==> src/rtl/cp1610_instruction_decoder_core_macros.svh <==
// Assertion macros for the CP1610 instruction decoder core.
// No dependencies; included by the top level.
`ifndef CP1610_INSTRUCTION_DECODER_CORE_MACROS_SVH
`define CP1610_INSTRUCTION_DECODER_CORE_MACROS_SVH

`ifndef SYNTHESIS
// property that must hold at every clock edge out of reset
`define CPDEC_ASSERT(label, clk, rst_n, prop, msg) \
	label: assert property (@(posedge clk) disable iff (!rst_n) (prop)) else $error(msg);
// condition that must never be seen at a clock edge out of reset
`define CPDEC_ASSERT_NEVER(label, clk, rst_n, cond, msg) \
	label: assert property (@(posedge clk) disable iff (!rst_n) !(cond)) else $error(msg);
`else
`define CPDEC_ASSERT(label, clk, rst_n, prop, msg)
`define CPDEC_ASSERT_NEVER(label, clk, rst_n, cond, msg)
`endif

`endif

==> src/rtl/cpdec_pkg.sv <==
// Types, codes and sizes shared by the CP1610 instruction decoder files.
// No dependencies.
package cpdec_pkg;

	// default queue depths
	localparam int CPDEC_QUEUE_DEPTH  = 2;
	localparam int CPDEC_RESULT_DEPTH = 2;

	// operand kinds
	localparam logic [2:0] KIND_NONE = 3'd0;
	localparam logic [2:0] KIND_REG  = 3'd1;
	localparam logic [2:0] KIND_ADDR = 3'd2;
	localparam logic [2:0] KIND_IMM  = 3'd3;
	localparam logic [2:0] KIND_LIT2 = 3'd4;
	localparam logic [2:0] KIND_LITE = 3'd5;

	// mnemonic codes (first of each group)
	localparam logic [6:0] MN_HLT      = 7'd0;
	localparam logic [6:0] MN_SDBD     = 7'd1;
	localparam logic [6:0] MN_EIS      = 7'd2;
	localparam logic [6:0] MN_DIS      = 7'd3;
	localparam logic [6:0] MN_J        = 7'd4;
	localparam logic [6:0] MN_JSR      = 7'd8;
	localparam logic [6:0] MN_TCI      = 7'd12;
	localparam logic [6:0] MN_CLRC     = 7'd13;
	localparam logic [6:0] MN_SETC     = 7'd14;
	localparam logic [6:0] MN_GSWD     = 7'd20;
	localparam logic [6:0] MN_NOP      = 7'd21;
	localparam logic [6:0] MN_SIN      = 7'd22;
	localparam logic [6:0] MN_RSWD     = 7'd23;
	localparam logic [6:0] MN_SWAP     = 7'd24;
	localparam logic [6:0] MN_TSTR     = 7'd32;
	localparam logic [6:0] MN_JR       = 7'd33;
	localparam logic [6:0] MN_MOVR     = 7'd34;
	localparam logic [6:0] MN_CLRR     = 7'd39;
	localparam logic [6:0] MN_XORR     = 7'd40;
	localparam logic [6:0] MN_B        = 7'd41;
	localparam logic [6:0] MN_NOPP     = 7'd42;
	localparam logic [6:0] MN_BCOND    = 7'd43;
	localparam logic [6:0] MN_BEXT     = 7'd59;
	localparam logic [6:0] MN_MVO      = 7'd60;
	localparam logic [6:0] MN_PSHR     = 7'd61;
	localparam logic [6:0] MN_MVOI     = 7'd62;
	localparam logic [6:0] MN_MVO_IND  = 7'd63;
	localparam logic [6:0] MN_MVI      = 7'd64;
	localparam logic [6:0] MN_PULR     = 7'd65;
	localparam logic [6:0] MN_ALU_BASE = 7'd68;

	// where an operand value comes from
	typedef enum logic [3:0] {
		SRC_NONE,
		SRC_REG2,
		SRC_REG3,
		SRC_REG3LO,
		SRC_LINK,
		SRC_JADDR,
		SRC_BADDR,
		SRC_WORD2,
		SRC_IMM,
		SRC_LIT2,
		SRC_LITE
	} src_t;

	// where the target comes from
	typedef enum logic [1:0] {
		TGT_NONE,
		TGT_JADDR,
		TGT_BADDR
	} tgt_t;

	// input request
	typedef struct packed {
		logic [15:0] instr_addr;
		logic        double_byte;
		logic [9:0]  word_one;
		logic [15:0] word_two;
		logic [15:0] word_three;
	} cpdec_req_t;

	// classified instruction, front to back
	typedef struct packed {
		cpdec_req_t  req;
		logic [1:0]  word_count;
		logic [6:0]  mnemonic_code;
		logic [2:0]  first_kind;
		src_t        first_src;
		logic [2:0]  second_kind;
		src_t        second_src;
		tgt_t        tgt_sel;
	} cpdec_cls_t;

	// result
	typedef struct packed {
		logic [1:0]  word_count;
		logic [6:0]  mnemonic_code;
		logic [2:0]  first_kind;
		logic [15:0] first_value;
		logic [2:0]  second_kind;
		logic [15:0] second_value;
		logic [15:0] target_addr;
		logic        target_valid;
	} cpdec_rsp_t;

endpackage

==> src/rtl/cpdec_fifo.sv <==
// Small synchronous queue of generic entries.
// Used between decoder stages and on the result side; no package needed.
module cpdec_fifo #(
	parameter int DEPTH = 2,
	parameter type entry_t = logic
) (
	input  logic   clk,
	input  logic   arst_n,
	input  logic   push,
	output logic   full,
	input  entry_t wdata,
	output logic   empty,
	input  logic   pop,
	output entry_t rdata
);

	localparam int PTR_W = (DEPTH > 1) ? $clog2(DEPTH) : 1;
	localparam int CNT_W = $clog2(DEPTH + 1);

	entry_t             mem_q [DEPTH];
	logic [PTR_W-1:0]   wr_ptr_q;
	logic [PTR_W-1:0]   rd_ptr_q;
	logic [CNT_W-1:0]   count_q;
	logic               do_push;
	logic               do_pop;

	assign full    = (count_q == CNT_W'(DEPTH));
	assign empty   = (count_q == '0);
	assign do_push = push && !full;
	assign do_pop  = pop && !empty;
	assign rdata   = mem_q[rd_ptr_q];

	// storage, no reset on payload
	always_ff @(posedge clk) begin
		if (do_push) begin
			mem_q[wr_ptr_q] <= wdata;
		end
	end

	// pointers and fill count
	always_ff @(posedge clk or negedge arst_n) begin
		if (!arst_n) begin
			wr_ptr_q <= '0;
			rd_ptr_q <= '0;
			count_q  <= '0;
		end else begin
			if (do_push) begin
				wr_ptr_q <= (wr_ptr_q == PTR_W'(DEPTH - 1)) ? '0 : wr_ptr_q + 1'b1;
			end
			if (do_pop) begin
				rd_ptr_q <= (rd_ptr_q == PTR_W'(DEPTH - 1)) ? '0 : rd_ptr_q + 1'b1;
			end
			if (do_push && !do_pop) begin
				count_q <= count_q + 1'b1;
			end else if (do_pop && !do_push) begin
				count_q <= count_q - 1'b1;
			end
		end
	end

endmodule

==> src/rtl/cpdec_front.sv <==
// Front end: classifies an instruction into length, mnemonic and operand sources.
// Depends on cpdec_pkg.
module cpdec_front
	import cpdec_pkg::*;
(
	input  cpdec_req_t instr,
	output cpdec_cls_t cls
);

	// implied-operand mnemonics by low opcode bits
	function automatic logic [6:0] implied_code(input logic [2:0] sel);
		logic [6:0] code;
		case (sel)
			3'd0:    code = MN_HLT;
			3'd1:    code = MN_SDBD;
			3'd2:    code = MN_EIS;
			3'd3:    code = MN_DIS;
			3'd5:    code = MN_TCI;
			3'd6:    code = MN_CLRC;
			3'd7:    code = MN_SETC;
			default: code = MN_HLT;
		endcase
		return code;
	endfunction

	// instruction length
	function automatic logic [1:0] count_words(input logic [9:0] op, input logic dbd);
		logic [1:0] n;
		if (op == 10'h004)                    n = 2'd3;
		else if ((op & 10'h3c0) == 10'h200)   n = 2'd2;
		else if ((op & 10'h3f8) == 10'h240)   n = 2'd2;
		else if ((op & 10'h3f8) == 10'h278)   n = 2'd2;
		else if ((op & 10'h238) == 10'h200)   n = 2'd2;
		else if ((op & 10'h238) == 10'h238)   n = dbd ? 2'd3 : 2'd2;
		else                                  n = 2'd1;
		return n;
	endfunction

	logic [3:0] i1;
	logic [2:0] i2;
	logic [2:0] i3;
	logic [9:0] w1;
	logic       is_mvi;
	logic [6:0] alu_base;

	assign w1       = instr.word_one;
	assign i1       = w1[9:6];
	assign i2       = w1[5:3];
	assign i3       = w1[2:0];
	assign is_mvi   = (i1 == 4'd10);
	assign alu_base = is_mvi ? MN_MVI : 7'(int'(MN_ALU_BASE) + 3 * (int'(i1) - 11));

	// opcode decode
	always_comb begin
		cls               = '0;
		cls.req           = instr;
		cls.word_count    = count_words(w1, instr.double_byte);
		cls.mnemonic_code = MN_HLT;
		cls.first_kind    = KIND_NONE;
		cls.first_src     = SRC_NONE;
		cls.second_kind   = KIND_NONE;
		cls.second_src    = SRC_NONE;
		cls.tgt_sel       = TGT_NONE;
		unique case (i1)
			4'd0: begin
				if (i2 == 3'd0) begin
					if (i3 == 3'd4) begin
						cls.tgt_sel = TGT_JADDR;
						if (instr.word_two[9:8] == 2'b11) begin
							cls.mnemonic_code = MN_J + 7'(instr.word_two[1:0]);
							cls.first_kind    = KIND_ADDR;
							cls.first_src     = SRC_JADDR;
						end else begin
							cls.mnemonic_code = MN_JSR + 7'(instr.word_two[1:0]);
							cls.first_kind    = KIND_REG;
							cls.first_src     = SRC_LINK;
							cls.second_kind   = KIND_ADDR;
							cls.second_src    = SRC_JADDR;
						end
					end else begin
						cls.mnemonic_code = implied_code(i3);
					end
				end else if (i2 == 3'd6) begin
					if (!i3[2]) begin
						cls.mnemonic_code = MN_GSWD;
						cls.first_kind    = KIND_REG;
						cls.first_src     = SRC_REG3LO;
					end else begin
						cls.mnemonic_code = i3[1] ? MN_SIN : MN_NOP;
						if (i3[0]) begin
							cls.first_kind = KIND_LIT2;
							cls.first_src  = SRC_LIT2;
						end
					end
				end else if (i2 == 3'd7) begin
					cls.mnemonic_code = MN_RSWD;
					cls.first_kind    = KIND_REG;
					cls.first_src     = SRC_REG3;
				end else begin
					// INCR through ADCR
					cls.mnemonic_code = MN_SETC + 7'(i2);
					cls.first_kind    = KIND_REG;
					cls.first_src     = SRC_REG3;
				end
			end
			4'd1: begin
				cls.mnemonic_code = MN_SWAP + 7'(i2);
				cls.first_kind    = KIND_REG;
				cls.first_src     = SRC_REG3LO;
				if (i3[2]) begin
					cls.second_kind = KIND_LIT2;
					cls.second_src  = SRC_LIT2;
				end
			end
			4'd2: begin
				cls.first_kind = KIND_REG;
				cls.first_src  = SRC_REG2;
				if (i2 == i3) begin
					cls.mnemonic_code = MN_TSTR;
				end else if (i3 == 3'd7) begin
					cls.mnemonic_code = MN_JR;
				end else begin
					cls.mnemonic_code = MN_MOVR;
					cls.second_kind   = KIND_REG;
					cls.second_src    = SRC_REG3;
				end
			end
			4'd3, 4'd4, 4'd5, 4'd6: begin
				cls.mnemonic_code = MN_TSTR + 7'(i1);
				cls.first_kind    = KIND_REG;
				cls.first_src     = SRC_REG2;
				cls.second_kind   = KIND_REG;
				cls.second_src    = SRC_REG3;
			end
			4'd7: begin
				if (i2 == i3) begin
					cls.mnemonic_code = MN_CLRR;
					cls.first_kind    = KIND_REG;
					cls.first_src     = SRC_REG3;
				end else begin
					cls.mnemonic_code = MN_XORR;
					cls.first_kind    = KIND_REG;
					cls.first_src     = SRC_REG2;
					cls.second_kind   = KIND_REG;
					cls.second_src    = SRC_REG3;
				end
			end
			4'd8: begin
				if (w1[4:0] == 5'h08) begin
					cls.mnemonic_code = MN_NOPP;
				end else begin
					if (w1[4:0] == 5'h00) begin
						cls.mnemonic_code = MN_B;
					end else if (!w1[4]) begin
						cls.mnemonic_code = MN_BCOND + 7'(w1[3:0]);
					end else begin
						cls.mnemonic_code = MN_BEXT;
						cls.second_kind   = KIND_LITE;
						cls.second_src    = SRC_LITE;
					end
					cls.first_kind = KIND_ADDR;
					cls.first_src  = SRC_BADDR;
					cls.tgt_sel    = TGT_BADDR;
				end
			end
			4'd9: begin
				cls.first_kind = KIND_REG;
				cls.first_src  = SRC_REG3;
				if (i2 == 3'd0) begin
					cls.mnemonic_code = MN_MVO;
					cls.second_kind   = KIND_ADDR;
					cls.second_src    = SRC_WORD2;
				end else if (i2 == 3'd6) begin
					cls.mnemonic_code = MN_PSHR;
				end else if (i2 == 3'd7) begin
					cls.mnemonic_code = MN_MVOI;
					cls.second_kind   = KIND_IMM;
					cls.second_src    = SRC_IMM;
				end else begin
					cls.mnemonic_code = MN_MVO_IND;
					cls.second_kind   = KIND_REG;
					cls.second_src    = SRC_REG2;
				end
			end
			default: begin
				// MVI and the two-operand memory ALU forms
				if (is_mvi && i2 == 3'd6) begin
					cls.mnemonic_code = MN_PULR;
					cls.first_kind    = KIND_REG;
					cls.first_src     = SRC_REG3;
				end else begin
					if (i2 == 3'd0) begin
						cls.mnemonic_code = alu_base;
						cls.first_kind    = KIND_ADDR;
						cls.first_src     = SRC_WORD2;
					end else if (i2 == 3'd7) begin
						cls.mnemonic_code = alu_base + (is_mvi ? 7'd2 : 7'd1);
						cls.first_kind    = KIND_IMM;
						cls.first_src     = SRC_IMM;
					end else begin
						cls.mnemonic_code = alu_base + (is_mvi ? 7'd3 : 7'd2);
						cls.first_kind    = KIND_REG;
						cls.first_src     = SRC_REG2;
					end
					cls.second_kind = KIND_REG;
					cls.second_src  = SRC_REG3;
				end
			end
		endcase
	end

endmodule

==> src/rtl/cpdec_back.sv <==
// Back end: forms operand values and the jump or branch target.
// Depends on cpdec_pkg.
module cpdec_back
	import cpdec_pkg::*;
(
	input  cpdec_cls_t cls,
	output cpdec_rsp_t rsp
);

	logic [15:0] reg2;
	logic [15:0] reg3;
	logic [15:0] reg3lo;
	logic [15:0] link;
	logic [15:0] jaddr;
	logic [15:0] baddr;
	logic [15:0] imm;

	// value sources
	assign reg2   = {13'd0, cls.req.word_one[5:3]};
	assign reg3   = {13'd0, cls.req.word_one[2:0]};
	assign reg3lo = {14'd0, cls.req.word_one[1:0]};
	assign link   = {13'd0, 1'b1, cls.req.word_two[9:8]};
	assign jaddr  = {cls.req.word_two[7:2], cls.req.word_three[9:0]};
	assign imm    = cls.req.double_byte ?
		{cls.req.word_three[7:0], cls.req.word_two[7:0]} : cls.req.word_two;

	// branch displacement, direction from opcode bit 5
	assign baddr = cls.req.word_one[5] ?
		(cls.req.instr_addr + 16'd1 - cls.req.word_two) :
		(cls.req.instr_addr + 16'd2 + cls.req.word_two);

	function automatic logic [15:0] pick(
		input src_t        sel,
		input logic [15:0] r2,
		input logic [15:0] r3,
		input logic [15:0] r3lo,
		input logic [15:0] lnk,
		input logic [15:0] ja,
		input logic [15:0] ba,
		input logic [15:0] w2,
		input logic [15:0] im
	);
		logic [15:0] v;
		unique case (sel)
			SRC_NONE:   v = 16'd0;
			SRC_REG2:   v = r2;
			SRC_REG3:   v = r3;
			SRC_REG3LO: v = r3lo;
			SRC_LINK:   v = lnk;
			SRC_JADDR:  v = ja;
			SRC_BADDR:  v = ba;
			SRC_WORD2:  v = w2;
			SRC_IMM:    v = im;
			SRC_LIT2:   v = 16'd2;
			SRC_LITE:   v = 16'd14;
			default:    v = 16'd0;
		endcase
		return v;
	endfunction

	// result assembly
	always_comb begin
		rsp               = '0;
		rsp.word_count    = cls.word_count;
		rsp.mnemonic_code = cls.mnemonic_code;
		rsp.first_kind    = cls.first_kind;
		rsp.first_value   = pick(cls.first_src, reg2, reg3, reg3lo, link, jaddr, baddr,
			cls.req.word_two, imm);
		rsp.second_kind   = cls.second_kind;
		rsp.second_value  = pick(cls.second_src, reg2, reg3, reg3lo, link, jaddr, baddr,
			cls.req.word_two, imm);
		unique case (cls.tgt_sel)
			TGT_NONE: begin
				rsp.target_addr  = 16'd0;
				rsp.target_valid = 1'b0;
			end
			TGT_JADDR: begin
				rsp.target_addr  = jaddr;
				rsp.target_valid = 1'b1;
			end
			TGT_BADDR: begin
				rsp.target_addr  = baddr;
				rsp.target_valid = 1'b1;
			end
			default: begin
				rsp.target_addr  = 16'd0;
				rsp.target_valid = 1'b0;
			end
		endcase
	end

endmodule

==> src/rtl/cp1610_instruction_decoder_core.sv <==
// CP1610 instruction decoder, top level: front decode, queue, back end, result queue.
// Depends on cpdec_pkg, cpdec_front, cpdec_fifo, cpdec_back and the macros header.
//
//  channel   handshake       payload
//  input     push / full     instr  (cpdec_req_t)
//  result    pop / empty     result (cpdec_rsp_t)
//
// One instruction per cycle sustained while results are popped; a taken request
// is written into the decode queue and moves into the result queue once that
// queue has room, where its result is on the result ports and can be popped.
// Reset clears only queue pointers and counts; queued payload is not reset.
// A stalled result side fills the result queue, then the decode queue, and
// full rises; throughput is set by the one-entry-per-cycle queue ports.
`include "cp1610_instruction_decoder_core_macros.svh"

module cp1610_instruction_decoder_core
	import cpdec_pkg::*;
#(
	parameter int QUEUE_DEPTH  = CPDEC_QUEUE_DEPTH,
	parameter int RESULT_DEPTH = CPDEC_RESULT_DEPTH
) (
	input  logic       clk,
	input  logic       arst_n,
	input  logic       push,
	output logic       full,
	input  cpdec_req_t instr,
	output logic       empty,
	input  logic       pop,
	output cpdec_rsp_t result
);

	cpdec_cls_t cls_front;
	cpdec_cls_t cls_back;
	cpdec_rsp_t rsp_back;
	logic       mid_empty;
	logic       mid_full;
	logic       res_full;
	logic       advance;

	// front decode
	cpdec_front u_front (
		.instr (instr),
		.cls   (cls_front)
	);

	assign full = mid_full;

	// queue between front and back
	cpdec_fifo #(
		.DEPTH   (QUEUE_DEPTH),
		.entry_t (cpdec_cls_t)
	) u_mid_q (
		.clk    (clk),
		.arst_n (arst_n),
		.push   (push),
		.full   (mid_full),
		.wdata  (cls_front),
		.empty  (mid_empty),
		.pop    (advance),
		.rdata  (cls_back)
	);

	// back end moves one request whenever the decode queue holds one and the result queue has room
	assign advance = !mid_empty && !res_full;

	cpdec_back u_back (
		.cls (cls_back),
		.rsp (rsp_back)
	);

	// result queue
	cpdec_fifo #(
		.DEPTH   (RESULT_DEPTH),
		.entry_t (cpdec_rsp_t)
	) u_res_q (
		.clk    (clk),
		.arst_n (arst_n),
		.push   (advance),
		.full   (res_full),
		.wdata  (rsp_back),
		.empty  (empty),
		.pop    (pop),
		.rdata  (result)
	);

	// checks
	`CPDEC_ASSERT(a_push_lands, clk, arst_n, (push && !full) |=> !mid_empty, "accepted request missing from decode queue")
	`CPDEC_ASSERT_NEVER(a_len_zero, clk, arst_n, !empty && result.word_count == 2'd0, "zero-length result")
	`CPDEC_ASSERT(a_tgt_clear, clk, arst_n, (!empty && !result.target_valid) |-> result.target_addr == 16'd0, "target without valid flag")
	`CPDEC_ASSERT(a_none_zero, clk, arst_n, (!empty && result.first_kind == KIND_NONE) |-> result.first_value == 16'd0, "value on missing operand")

endmodule

==> config.mk <==
export PLATFORM = sky130hd
export DESIGN_NAME = cp1610_instruction_decoder_core
export DESIGN_NICKNAME = d
export VERILOG_FILES = /design/src/rtl/cpdec_pkg.sv /design/src/rtl/cpdec_fifo.sv /design/src/rtl/cpdec_front.sv /design/src/rtl/cpdec_back.sv /design/src/rtl/cp1610_instruction_decoder_core.sv
export VERILOG_INCLUDE_DIRS = /design/src /design/src/rtl
export SDC_FILE = /design/constraint.sdc
export NUM_CORES = 1
export LEC_CHECK = 0
export CAP_MARGIN = 0
export CORE_MARGIN = 2
export CORE_UTILIZATION = 55
export DETAILED_ROUTE_END_ITERATION = 16
export DONT_BUFFER_PORTS = 1
export GPL_TIMING_DRIVEN = 0
export HOLD_SLACK_MARGIN = 0.12
export PLACE_DENSITY = 0.74
export SLEW_MARGIN = 25
export SYNTH_ARGS = -nofsm -noshare
export SYNTH_HDL_FRONTEND = slang
export SYNTH_SLANG_ARGS = --single-unit
==> constraint.sdc <==
create_clock -name clk -period 5.65 [get_ports clk]
set_input_delay 0.8475 -clock clk [delete_from_list [all_inputs] [get_ports clk]]
set_output_delay 0.8475 -clock clk [all_outputs]
set_load 0.01 [all_outputs]
# Yosys cells after proc, flatten, opt, wreduce, memory -nomap -nowiden
# Memory sizes are Yosys's and may differ from the RTL's.
# Index checks and enable logic that the tools add are counted.
# classes
n_eq_ne,51
n_reduce_logical,26
multipliers,1
n_mux,64
add_sub_neg,22
# ops
operator,n
$pmux W16 S10,2
$pmux W21 S7,1
$mux W14,8
$mux W7,15
$eq A4 B3 Y1 const B,12
$mux W16,3
$eq A4 B4 Y1 const B,11
$pmux W17 S2,1
$mul A3 B32 Y7 const A,1
$mux W2,13
$eq A4 B2 Y1 const B,6
$pmux W4 S6,1
$eq A3 B3 Y1 const B,6
$add A16 B1 Y16 const B,1
$add A16 B16 Y16,1
$add A16 B2 Y16 const B,1
$sub A16 B16 Y16,1
$mux W15,1
$mux W5,3
$add A6 B4 Y7 const A,2
$add A7 B7 Y7,2
$eq A7 B7 Y1 const B,2
$eq A4 B1 Y1 const B,3
$mux W6,2
28 further kinds,65
# word_totals
out_inout_bits,66
elab_cells,172
n_memories,2
reg_bits,8
in_bits,63
ramBits,296
# memory_table
memory,words,word_bits,read_ports,rd_ports_with_merged_regs,write_ports,line_no,text
u_mid_q.mem_q,2,84,1,0,1,cpdec_fifo.sv:20,entry_t mem_q [DEPTH];
u_res_q.mem_q,2,64,1,0,1,cpdec_fifo.sv:20,

# Longest topological paths before layout
# Gate-level depths: netlist (run 1).
# logic_depth
depth_word,9
ltp_mapped,19
ltp_nobuf,14

# Modules after synthesis
# From an unflattened synthesis (run 1), not the netlist that was laid out.
# hier_totals
cells_unflattened,1271
area_unflattened_um2,16764.8
# by_module_without_submodules
module,cells_each,n_inst,area_per_inst_um2,seq_area_each_um2
cpdec_fifo at u_mid_q,280,1,6266.0,5144.9
cpdec_fifo at u_res_q,218,1,5021.1,3943.8
cpdec_back,470,1,3270.6,0.0
cpdec_front,302,1,2203.4,0.0
cp1610_instruction_decoder_core,1,1,3.8,0.0

# Worst setup path after synthesis (run 1)
# OpenSTA, ideal clock, no wires.
# synth_timing
path_kind,in2reg
from,in push
to,mem u_mid_q.mem_q[0][0] (netlist bit) (enable)
required_ps,5143
cell_stages,2
arrival_ps,4025
path_buffers,0
setup_slack_ps,1118
setup_ps,507
cell_sequence,nand2_1 > nor2_1
# synth_via
elab_chain_len,3
# synth_lines
item,line_no,text
start: declaration,cp1610_instruction_decoder_core.sv:24,"input logic push,"
$logic_and A1 B1 Y1,cpdec_fifo.sv:29,assign do_push = push && !full;
$mux W1,cpdec_fifo.sv:35,if (do_push) begin
$mux W1 (not written as such),cpdec_fifo.sv:36,mem_q[wr_ptr_q] <= wdata;
end: declaration,cpdec_fifo.sv:20,
# No other way between the ends.

==> impl_metrics.csv, run 1 <==
group,metric,value,unit
finish,area_growth,9.824,%
grt,grt_pass1_wl,55130,µm
grt,antenna_found_initial,0,
sta,finalSetupViolations,0,
finish,diodes,0,
sta,setup_tns,0,ns
pwr,p_per_area,678.2,nW/µm²
synth,synth_top_area_share,55.43,%
synth,async_reset_ff_share,2.817,%
pwr,peakVddDrop,0.3547,mV
synth,synth.largest_area_cell,"edfxtp_1",
sta,rsz0062_at_grt,"false",
synth,synth_cell_types,74,
worst_setup_path,required,5.85,ns
sta,worst_slew_pin_slew,1.005,ns
clock_network,h-tree-depth,1,
pwr,clkPwrFrac,15.1,%
floorplanning,core,26800,µm²
synth,netlist_instances,1147,
worst_setup_path,critPathMostFrequentCell,"buf_4",
floorplanning,initial_core_util,55.79,%
synth,synth-seq-cells,284,
route,route.detailed.drc,0,
sta,drv_slew,0,
floorplanning,ios,129,
placed_design,io_buffers,0,
placed_design,place_ws,0.4422,ns
worst_setup_path,worstRegToRegCells,17,
floorplanning,die_width,168.9,µm
worst_setup_path,endpoint_kind,"flop",
floorplanning,die-area,28520,µm²
synth,synthFlopType,"edfxtp_1",
grt,grt_usage,25.43,%
floorplanning,rows,60,
grt,grt_use_met1,37.89,%
pwr,internal_power,6.525,mW
route,drt-total-wl,36620,µm
sta,fmax,0.1883,GHz
worst_setup_path,critical-path-max-stage-delay,0.53,ns
finish,drive_gt1_share,15.50,%
synth,synth.area.top_cells,"edfxtp_1 55%, mux2_2 8.1%, ha_1 7.2%, mux2i_1 2.4%, a21oi_1 1.9%",
synth,ys_warn_count,0,
placed_design,place_area,15610,µm²
grt,grt_pass1_vias,9387,
placed_design,dp_cells,1496,
route,drt_iter0_drc,1074,
floorplanning,die_height,168.9,µm
min_path,min_path_type,"primary input to flop",
worst_setup_path,cp_slowest_cell,"dfrtp_1",
synth,syn_avg_cell_area,13.04,µm²
route,avgRoutedWirePerCell,23.77,µm
pwr,p_total,11.14,mW
worst_setup_path,startpoint_type,"flop",
pwr,p_sw_share,41.41,%
clock_network,clock_sinks,284,
route,firstDrtPassIters,6,
worst_setup_path,cp.arrival,5.51,ns
clock_network,numCtsBuffers,27,
grt,use_met2,39.13,%
sta,timing.hold.ws,0.3987,ns
synth,synth_enable_flop_cells,276,
worst_setup_path,cp_cell_sequence,"buf_4 > buf_6 > buf_6 > buf_4 > buf_2 > buf_4 > mux2_2 > ha_1 > inv_1 > fa_1 > nor2b_1 > o2111ai_1 > nand2_1 > a21boi_0 > xnor2_1 > mux2i_1 > o221ai_1",
clock_network,cts_tree,"done",
clock_network,cts_buffer_depth,3,
pwr,combPwrFrac,52.1,%
finish,fin_nets,1339,
route,drtAntennaViolNets,0,
pwr,pwr-share-seq,32.8,%
finish,stdcell_count,1541,
placed_design,gp_congestion,0.9551,
route,via_count,9760,
sta,hold_violations,0,
pwr,power.switching,4.612,mW
clock_network,postCtsSetupRepairBufs,0,
route,routed_via_density,6.334,
grt,gr-max-usage-layer,"met2",
grt,overflow,0,
worst_setup_path,path_class,"flop to flop",
status,status,"finished, final reports clean",
pwr,p_leak,6.176,nW
finish,final_core_util,61.27,%
clock_network,cts.clk_slew.worst_paths,0.06,ns
finish,final_area,16420,µm²
sta,min_period,5.311,ns
placed_design,dp_hpwl,27720,µm
sta,slew_headroom,31.11,%
clock_network,clock_latency,0.54,ns
grt,grt_use_met3,4.419,%
sta,fin_crit_sh,93.99,%
synth,syn_area,14950,µm²
clock_network,cts_root_buf,"clkbuf_16",
min_path,min_path_cells,0,
synth,ys_seq_area_share,56.77,%
grt,grt_max_degree,53,
run,drv_cap,0,
sta,fin_skew,0.006380,ns
sta,finalWorstSetupSlack,0.3395,ns
worst_setup_path,worst-path-max-fanout,10,
synth,syn_nets,1301,
==> power groups by stage <==
stage          sequential [mW]  combinational (mW)  clock (mW)
3_5_place_dp              3.69                5.68           0
5_1_grt                   3.72                6.21        1.79
2_1_floorplan             3.68                4.02           0
3_3_place_gp              3.75                5.42           0
6_report                  3.65                5.80        1.68
4_1_cts                   3.65                5.72        1.71
==> placed cells by master (no fill, tap or decap), types with 10 or more instances in the layout <==
master	netlist	final
a21o_1	12	12
a21oi_1	58	58
a22oi_1	19	19
a31oi_1	10	10
clkbuf_1	21	24
clkbuf_16	0	27
edfxtp_1	276	276
ha_1	86	86
inv_1	68	68
mux2_2	107	107
mux2i_1	36	36
nand2_1	71	71
nand2b_1	16	16
nand3_1	17	17
nor2_1	48	46
nor2b_1	11	11
nor3_1	12	11
o21ai_0	39	39
o221ai_1	19	19
o22ai_1	16	16
xnor2_1	32	32
xor2_1	14	14
==> repair_timing <==
action / 4_1_cts / 5_1_grt
hold endpoints to repair: 8 / 0
gates resized for setup: 0 / 0
hold buffers: 1 / 0
==> Yosys cell counts, drive strengths merged, types with 4 or more instances <==
cell type  count
a222oi         5
xor2          14
nand2b        16
or3            4
o21a           5
and3           6
ha            86
and2           9
nand2         71
a21o          12
o32ai          5
a221o          4
edfxtp       276
dfrtp          8
a211o          7
clkbuf        23
mux2         108
a211oi         4
o21bai         6
o22ai         16
a22oi         19
a21oi         58
mux2i         39
o21ai         42
nor2b         11
nand3         17
inv           69
xnor2         32
nor2          48
a21boi         7
a31oi         10
nor3          13
buf           17
o221ai        21
nand4          9
fa             5
o211ai        10
==> critical path: cells and delay by family (launching register included) <==
kind,cells,cell delay (ns)
buf+inv,7,1.61
compound gates,3,0.62
xor+xnor,1,0.14
flops,1,0.53
mux,2,0.84
simple gates,2,0.39
fa+ha+maj,2,0.79
==> logic make-up after synthesis <==
family	count (synthesis)	synth area share [%]
flops	284	56.77
compound gates	259	12.03
simple gates	211	6.728
mux	147	10.82
buf+inv	109	3.088
fa+ha+maj	91	7.866
xor+xnor	46	2.695
==> layout make-up <==
| cell class | count | area (µm²) |
|---|---|---|
| flip-flops and latches | 284 | 8488 |
| clock buffers | 30 | 686.9 |
| inverters | 69 | 259.0 |
| clock inverters | 14 | 117.6 |
| well taps | 341 | 426.7 |
| multi-input cells | 754 | 6030 |
| repair buffers | 9 | 210.2 |
| fillers | 2037 | 10380 |
| plain buffers | 40 | 202.7 |
==> final timing paths <==
kind	startpoint	endpoint	slack, ns
setup / recovery	u_mid_q.rd_ptr_q$_DFFE_PN0P_	u_res_q.mem_q[1][26]$_DFFE_PP_	0.34
hold / removal	instr[27]	u_mid_q.mem_q[0][52]$_DFFE_PP_	0.40
setup reg to reg	u_mid_q.rd_ptr_q$_DFFE_PN0P_	u_res_q.mem_q[1][26]$_DFFE_PP_	0.34
hold reg to reg	u_mid_q.count_q[1]$_DFFE_PN0P_	u_mid_q.count_q[1]$_DFFE_PN0P_	0.50
max in group asynchronous	arst_n	u_mid_q.wr_ptr_q$_DFFE_PN0P_	4.74
min in group asynchronous	arst_n	u_res_q.count_q[1]$_DFFE_PN0P_	0.65
==> state kept, by name, summed over array words and instances (netlist names) <==
name / flops
u_res_q.mem_q: 128
u_mid_q.count_q: 2
u_mid_q.wr_ptr_q: 1
u_mid_q.mem_q: 148
u_mid_q.rd_ptr_q: 1
u_res_q.count_q: 2
u_res_q.wr_ptr_q: 1
u_res_q.rd_ptr_q: 1
==> per-layer routing <==
metal / vias up / part of all wire [%]
li1: 4462 / -
met1: 4744 / 45
met2: 485 / 44
met3: 69 / 9.0
met4: 0 / 2.1
met5: - / 0
Note: power is estimated with default switching activity, not from simulation.
==> run 2: changes to the inputs <==
--- a/config.mk
+++ b/config.mk
@@ -7,13 +7,14 @@
 export NUM_CORES = 1
 export LEC_CHECK = 0
 export CAP_MARGIN = 0
-export CORE_MARGIN = 2
 export CORE_UTILIZATION = 55
 export DETAILED_ROUTE_END_ITERATION = 16
 export DONT_BUFFER_PORTS = 1
+export GPL_ROUTABILITY_DRIVEN = 0
 export GPL_TIMING_DRIVEN = 0
 export HOLD_SLACK_MARGIN = 0.12
 export PLACE_DENSITY = 0.74
+export RECOVER_POWER = 25
 export SLEW_MARGIN = 25
 export SYNTH_ARGS = -nofsm -noshare
 export SYNTH_HDL_FRONTEND = slang
==> impl_metrics.csv, run 2 (synthesis results as in run 1) <==
group,metric,value,unit
sta,worst_slew_pin_slew,1.547,ns
floorplanning,initial_core_util,56.73,%
worst_setup_path,worstRegToRegCells,16,
grt,antenna_found_initial,0,
grt,grt_pass1_wl,53630,µm
route,drtAntennaViolNets,0,
route,avgRoutedWirePerCell,22.71,µm
finish,diodes,0,
status,status,"finished with violations",
clock_network,cts_buffer_depth,3,
sta,hold_violations,0,
placed_design,dp_hpwl,26400,µm
route,drt-total-wl,35060,µm
finish,reg_top3,"u_mid_q.mem_q: 148 flops, u_res_q.mem_q: 128 flops",
worst_setup_path,cp.arrival,5.55,ns
floorplanning,ios,129,
sta,finalWorstSetupSlack,0.4270,ns
worst_setup_path,endpoint_kind,"flop",
placed_design,place_area,15620,µm²
worst_setup_path,path_class,"flop to flop",
sta,finalSetupViolations,0,
route,via_count,9814,
sta,rsz0062_at_grt,"false",
sta,fmax,0.1915,GHz
sta,slew_headroom,-3.161,%
worst_setup_path,r2r-end,"u_res_q.mem_q[0][12]$_DFFE_PP_",
grt,grt_usage,25.06,%
min_path,min_path_type,"primary input to flop",
sta,fin_skew,0.01838,ns
worst_setup_path,worst-path-max-fanout,10,
pwr,p_leak,6.195,nW
route,firstDrtPassIters,7,
clock_network,numCtsBuffers,28,
route,route.detailed.drc,0,
min_path,min_to,"u_mid_q.mem_q[0][34]$_DFFE_PP_",
clock_network,h-tree-depth,1,
worst_setup_path,required,5.98,ns
worst_setup_path,startpoint_type,"flop",
worst_setup_path,r2r_start,"u_mid_q.rd_ptr_q$_DFFE_PN0P_",
sta,drv_slew,27,
grt,overflow,0,
worst_setup_path,reg2reg_slack,0.43,ns
finish,layout_common_cells,"276 x edfxtp_1, 107 x mux2_2, 86 x ha_1",
pwr,peakVddDrop,0.2775,mV
sta,fin_crit_sh,92.44,%
grt,grt_max_degree,49,
floorplanning,core,26350,µm²
floorplanning,die_height,166.9,µm
finish,final_area,16460,µm²
finish,final_core_util,62.45,%
placed_design,place_ws,0.5373,ns
sta,min_period,5.223,ns
clock_network,clock_latency,0.56,ns
grt,grt_pass1_vias,9402,
clock_network,clock_sinks,284,
finish,area_growth,10.07,%
min_path,hold_start,"instr[9]",
clock_network,cts_tree,"done",
finish,final_common_cell,"edfxtp_1",
placed_design,io_buffers,0,
clock_network,cts.repair.resized,0,
finish,fin_nets,1341,
finish,drive_gt1_share,15.63,%
floorplanning,die_width,166.9,µm
pwr,p_per_area,676.4,nW/µm²
route,drt_iter0_drc,1486,
finish,top_register,"u_mid_q.mem_q",
clock_network,cts_root_buf,"clkbuf_16",
min_path,min_path_cells,0,
clock_network,cts.clk_slew.worst_paths,0.07,ns
run,drv_cap,1,
finish,largest_register_ffs,148,
floorplanning,rows,59,
floorplanning,die-area,27850,µm²
route,routed_via_density,6.356,
status,violations,"max-capacitance violations, max-slew violations",
==> run 2: changes by cell type in the layout (fill, tap and decap cells not counted), sizes merged <==
cell	before	now
bufinv	2	1
inv	70	72
clkinvlp	0	2
buf	25	24
clkinv	11	14
clkbuf	53	57
==> run 2: what timing repair did <==
| item | CTS | global route |
|---|---|---|
| setup buffers | 0 | 0 |
| setup endpoints to repair | 0 | 0 |
| endpoints found under the hold margin | 8 | 0 |
| hold buffers | 1 | 0 |
==> run 2: power by group <==
| part | total [mW] | switching [mW] | internal, mW |
|---|---|---|---|
| sequential | 3.66 | 0.218 | 3.44 |
| clock | 1.76 | 0.774 | 0.984 |
| combinational | 5.71 | 3.59 | 2.13 |
| total | 11.1 | 4.58 | 6.55 |
==> run 2: how the worst max path moves through the flow <==
| stage | start | end | slack [ns] | cells after the start |
|---|---|---|---|---|
| 5_1_grt | u_mid_q.rd_ptr_q$_DFFE_PN0P_ | u_res_q.mem_q[0][12]$_DFFE_PP_ | 0.21 | 16 |
| 6_report | u_mid_q.rd_ptr_q$_DFFE_PN0P_ | u_res_q.mem_q[0][12]$_DFFE_PP_ | 0.43 | 16 |
| 3_3_place_gp | push | u_mid_q.mem_q[0][34]$_DFFE_PP_ | -0.70 | 2 |
| 3_5_place_dp | u_mid_q.rd_ptr_q$_DFFE_PN0P_ | u_res_q.mem_q[0][12]$_DFFE_PP_ | 0.54 | 16 |
| 2_1_floorplan | push | u_mid_q.mem_q[0][0]$_DFFE_PP_ | 1.12 | 2 |
| 4_1_cts | u_mid_q.rd_ptr_q$_DFFE_PN0P_ | u_res_q.mem_q[0][12]$_DFFE_PP_ | 0.48 | 16 |
==> run 2: through the flow <==
| stage | power, mW | cells | setup TNS (ns) | hold slack (ns) |
|---|---|---|---|---|
| after floorplan | 7.698 | 1147 | 0 | 0.4603 |
| after global placement | 9.076 | 1482 | -51.01 | 0.4757 |
| after detailed placement | 9.310 | 1491 | 0 | 0.5278 |
| after CTS | 11.09 | 1544 | 0 | 0.3773 |
| after global routing | 11.73 | 1544 | 0 | 0.3732 |
| final | 11.13 | 1544 | 0 | 0.3826 |
==> run 2: critical path, stage by stage (launching register included) <==
cell and delay, ns:
dfrtp_1 0.51, buf_4 0.26, buf_6 0.19, buf_6 0.18, buf_4 0.23, buf_2 0.38, buf_4 0.28, mux2_2 0.37
ha_1 0.30, inv_1 0.05, ha_1 0.35, a21o_1 0.20, a221o_1 0.42, a21oi_1 0.42, nor2_1 0.12, a2111o_1 0.38
a21oi_1 0.34
==> run 2: layout make-up <==
| cell class | count | area [µm²] |
|---|---|---|
| multi-input combinational | 754 | 6020 |
| clock inverter | 20 | 136.4 |
| clock buffer | 32 | 737.0 |
| fill | 1967 | 9897 |
| sequential | 284 | 8488 |
| timing repair buffer | 10 | 195.2 |
| buffer | 40 | 202.7 |
| inverter | 69 | 259.0 |
| tap | 335 | 419.2 |
==> run 2: layer usage <==
metal / vias up / global-route usage (%) / routed length, µm
met5: - / 0 / 0
met4: 0 / 6.844 / 831
met3: 75 / 6.511 / 4059
met2: 534 / 38.66 / 15240
met1: 4729 / 35.14 / 14930
li1: 4476 / - / -
==> run 3: changes to the inputs <==
--- a/config.mk
+++ b/config.mk
@@ -7,15 +7,18 @@
 export NUM_CORES = 1
 export LEC_CHECK = 0
 export CAP_MARGIN = 0
-export CORE_UTILIZATION = 55
+export CELL_PAD_IN_SITES_DETAIL_PLACEMENT = 1
+export CELL_PAD_IN_SITES_GLOBAL_PLACEMENT = 2
+export CORE_UTILIZATION = 46
 export DETAILED_ROUTE_END_ITERATION = 16
 export DONT_BUFFER_PORTS = 1
 export GPL_ROUTABILITY_DRIVEN = 0
 export GPL_TIMING_DRIVEN = 0
 export HOLD_SLACK_MARGIN = 0.12
-export PLACE_DENSITY = 0.74
+export PLACE_DENSITY = 0.85
 export RECOVER_POWER = 25
 export SLEW_MARGIN = 25
 export SYNTH_ARGS = -nofsm -noshare
 export SYNTH_HDL_FRONTEND = slang
+export SYNTH_HIERARCHICAL = 1
 export SYNTH_SLANG_ARGS = --single-unit
==> constraint.sdc (replaced) <==
create_clock -name clk -period 4.9 [get_ports clk]
set_input_delay 0.735 -clock clk [delete_from_list [all_inputs] [get_ports clk]]
set_output_delay 0.735 -clock clk [all_outputs]
set_load 0.01 [all_outputs]
==> impl_metrics.csv, run 3 <==
group,metric,value,unit
floorplanning,die_height,188.4,µm
sta,fmax,0.2242,GHz
run,drv_cap,1,
status,violations,"max-capacitance violations, max-slew violations",
sta,fin_skew,0.02293,ns
synth,syn_avg_cell_area,12.98,µm²
sta,drv_slew,29,
sta,timing.hold.ws,0.3743,ns
pwr,peakVddDrop,0.4597,mV
sta,rsz0062_at_grt,"false",
clock_network,cts.hold.buffers_added,1,
worst_setup_path,path_buf_inv,4,
finish,largest_register_ffs,148,
status,status,"finished with violations",
clock_network,postCtsSetupRepairBufs,0,
sta,worst_slew_pin_slew,1.624,ns
finish,fillers,3424,
synth,syn_nets,1384,
route,routed_via_density,5.733,
clock_network,clock_sinks,284,
worst_setup_path,cp_slowest_cell,"dfrtp_1",
route,drt_iter0_drc,696,
worst_setup_path,worst-path-max-fanout,10,
synth,ys_warn_count,6,
route,drtAntennaViolNets,0,
route,drt-total-wl,40850,µm
sta,hold_violations,0,
worst_setup_path,crit_family,"compound AO/OA/AOI/OAI gates",
clock_network,h-tree-depth,1,
grt,grt_pass1_vias,10628,
finish,final_common_cell,"edfxtp_1",
finish,diodes,0,
sta,finalWorstSetupSlack,0.4402,ns
clock_network,numCtsBuffers,30,
sta,slew_headroom,-8.281,%
finish,stdcell_count,1737,
pwr,p_leak,6.698,nW
grt,grt_pass1_wl,62680,µm
synth,syn_area,15980,µm²
worst_setup_path,critPathMostFrequentCell,"inv_1",
floorplanning,initial_core_util,47.17,%
clock_network,clock_latency,0.56,ns
clock_network,cts_tree,"done",
route,firstDrtPassIters,7,
clock_network,cts.clk_slew.worst_paths,0.06,ns
floorplanning,die_width,188.4,µm
placed_design,dp_cells,1687,
clock_network,cts_root_buf,"clkbuf_16",
sta,finalSetupViolations,0,
finish,top_register,"u_mid_q/mem_q",
grt,antenna_found_initial,0,
floorplanning,core,33870,µm²
placed_design,dp_hpwl,30550,µm
floorplanning,die-area,35480,µm²
pwr,p_total,13.62,mW
worst_setup_path,critical-path-max-stage-delay,0.49,ns
worst_setup_path,required,5.27,ns
sta,fin_crit_sh,91.02,%
route,via_count,9959,
clock_network,cts_buffer_depth,3,
floorplanning,ios,129,
placed_design,io_buffers,0,
synth,netlist_instances,1231,
finish,drive_gt1_share,19.16,%
sta,min_period,4.460,ns
worst_setup_path,reg2reg_slack,0.44,ns
floorplanning,rows,67,
min_path,min_path_type,"primary input to flop",
worst_setup_path,startpoint_type,"flop",
worst_setup_path,cp.arrival,4.83,ns
grt,overflow,0,
pwr,p_per_area,775.1,nW/µm²
grt,grt_max_degree,50,
worst_setup_path,path_class,"flop to flop",
worst_setup_path,endpoint_kind,"flop",
finish,layout_common_cells,"276 x edfxtp_1, 85 x ha_1, 66 x o21ai_0",
finish,fin_nets,1425,
worst_setup_path,cp_cell_sequence,"buf_4 > buf_6 > mux2_1 > inv_1 > ha_1 > inv_1 > fa_1 > a21o_1 > a221oi_4 > o31ai_2 > a31oi_2 > xnor2_1 > mux2i_1 > a221o_1",
grt,grt_usage,23.05,%
route,avgRoutedWirePerCell,23.52,µm
route,route.detailed.drc,0,
placed_design,place_ws,0.4786,ns
finish,final_core_util,51.89,%
finish,area_growth,9.993,%
clock_network,cts.repair.resized,0,
finish,reg_top3,"u_mid_q/mem_q: 148 flops, u_res_q/mem_q: 128 flops",
run 3: cell count changes in the layout (fill, tap and decap cells not counted), sizes merged, moves of 9 or more:
cell    previous run  this run
clkbuf            57       106
buf               24        54
mux2             108       138
o21ai             42        71
mux2i             39        18
o221ai            21         3
inv               72        62
o22ai             16         6
xor2              14        23
run 3: worst register-to-register path, cell delays in order (launching register included):
cell and delay [ns]:
dfrtp_1 0.49, buf_4 0.27, buf_6 0.18, mux2_1 0.49, inv_1 0.10, ha_1 0.37
inv_1 0.10, fa_1 0.47, a21o_1 0.24, a221oi_4 0.35, o31ai_2 0.12, a31oi_2 0.16
xnor2_1 0.09, mux2i_1 0.48, a221o_1 0.39
run 3: metal layers:
metal | vias up | global-route usage, % | share of wire (%)
met3 | 54 | 3.893 | 6.2
met5 | - | 0 | 0
met4 | 0 | 6.297 | 2.3
li1 | 4638 | - | -
met2 | 329 | 36.59 | 45
met1 | 4938 | 32.63 | 46
run 3: through the flow:
| step | TNS [ns] | area [µm²] |
|---|---|---|
| after detailed placement | 0 | 16760 |
| after floorplan | 0 | 15980 |
| final | 0 | 17570 |
| after global placement | -150.10 | 16540 |
| after CTS | 0 | 17680 |
| after global routing | 0 | 17570 |
run 3: final cells by class:
cell class,count,area [µm²],share of cell area (%)
plain buffers,113,763.2,4.343
inverters,62,232.7,1.324
multi-input cells,772,6415,36.50
well taps,448,560.5,3.190
flip-flops and latches,284,8488,48.30
clock buffers,39,805.8,4.585
clock inverters,10,100.1,0.5696
repair buffers,9,207.7,1.182
run 3: path summary, 6_finish.rpt:
check,from,endpoint,cells past startpoint
worst max-delay path,u_mid_q/rd_ptr_q$_DFFE_PN0P_,u_res_q/mem_q[0][32]$_DFFE_PP_,14
worst min-delay path,instr[22],u_mid_q/mem_q[1][47]$_DFFE_PP_,1
worst max register to register,u_mid_q/rd_ptr_q$_DFFE_PN0P_,u_res_q/mem_q[0][32]$_DFFE_PP_,14
worst min register to register,u_mid_q/wr_ptr_q$_DFFE_PN0P_,u_mid_q/wr_ptr_q$_DFFE_PN0P_,1
max in group asynchronous,arst_n,u_mid_q/rd_ptr_q$_DFFE_PN0P_,1
min in group asynchronous,arst_n,u_mid_q/wr_ptr_q$_DFFE_PN0P_,1
run 3: report_power, final:
| group | internal [mW] | switching (mW) | total (mW) | leakage (nW) |
|---|---|---|---|---|
| Combinational | 2.79 | 4.48 | 7.27 | 3.57 |
| Clock | 1.25 | 0.880 | 2.13 | 0.445 |
| Sequential | 3.96 | 0.265 | 4.23 | 2.69 |
| Total | 8.00 | 5.63 | 13.6 | 6.70 |
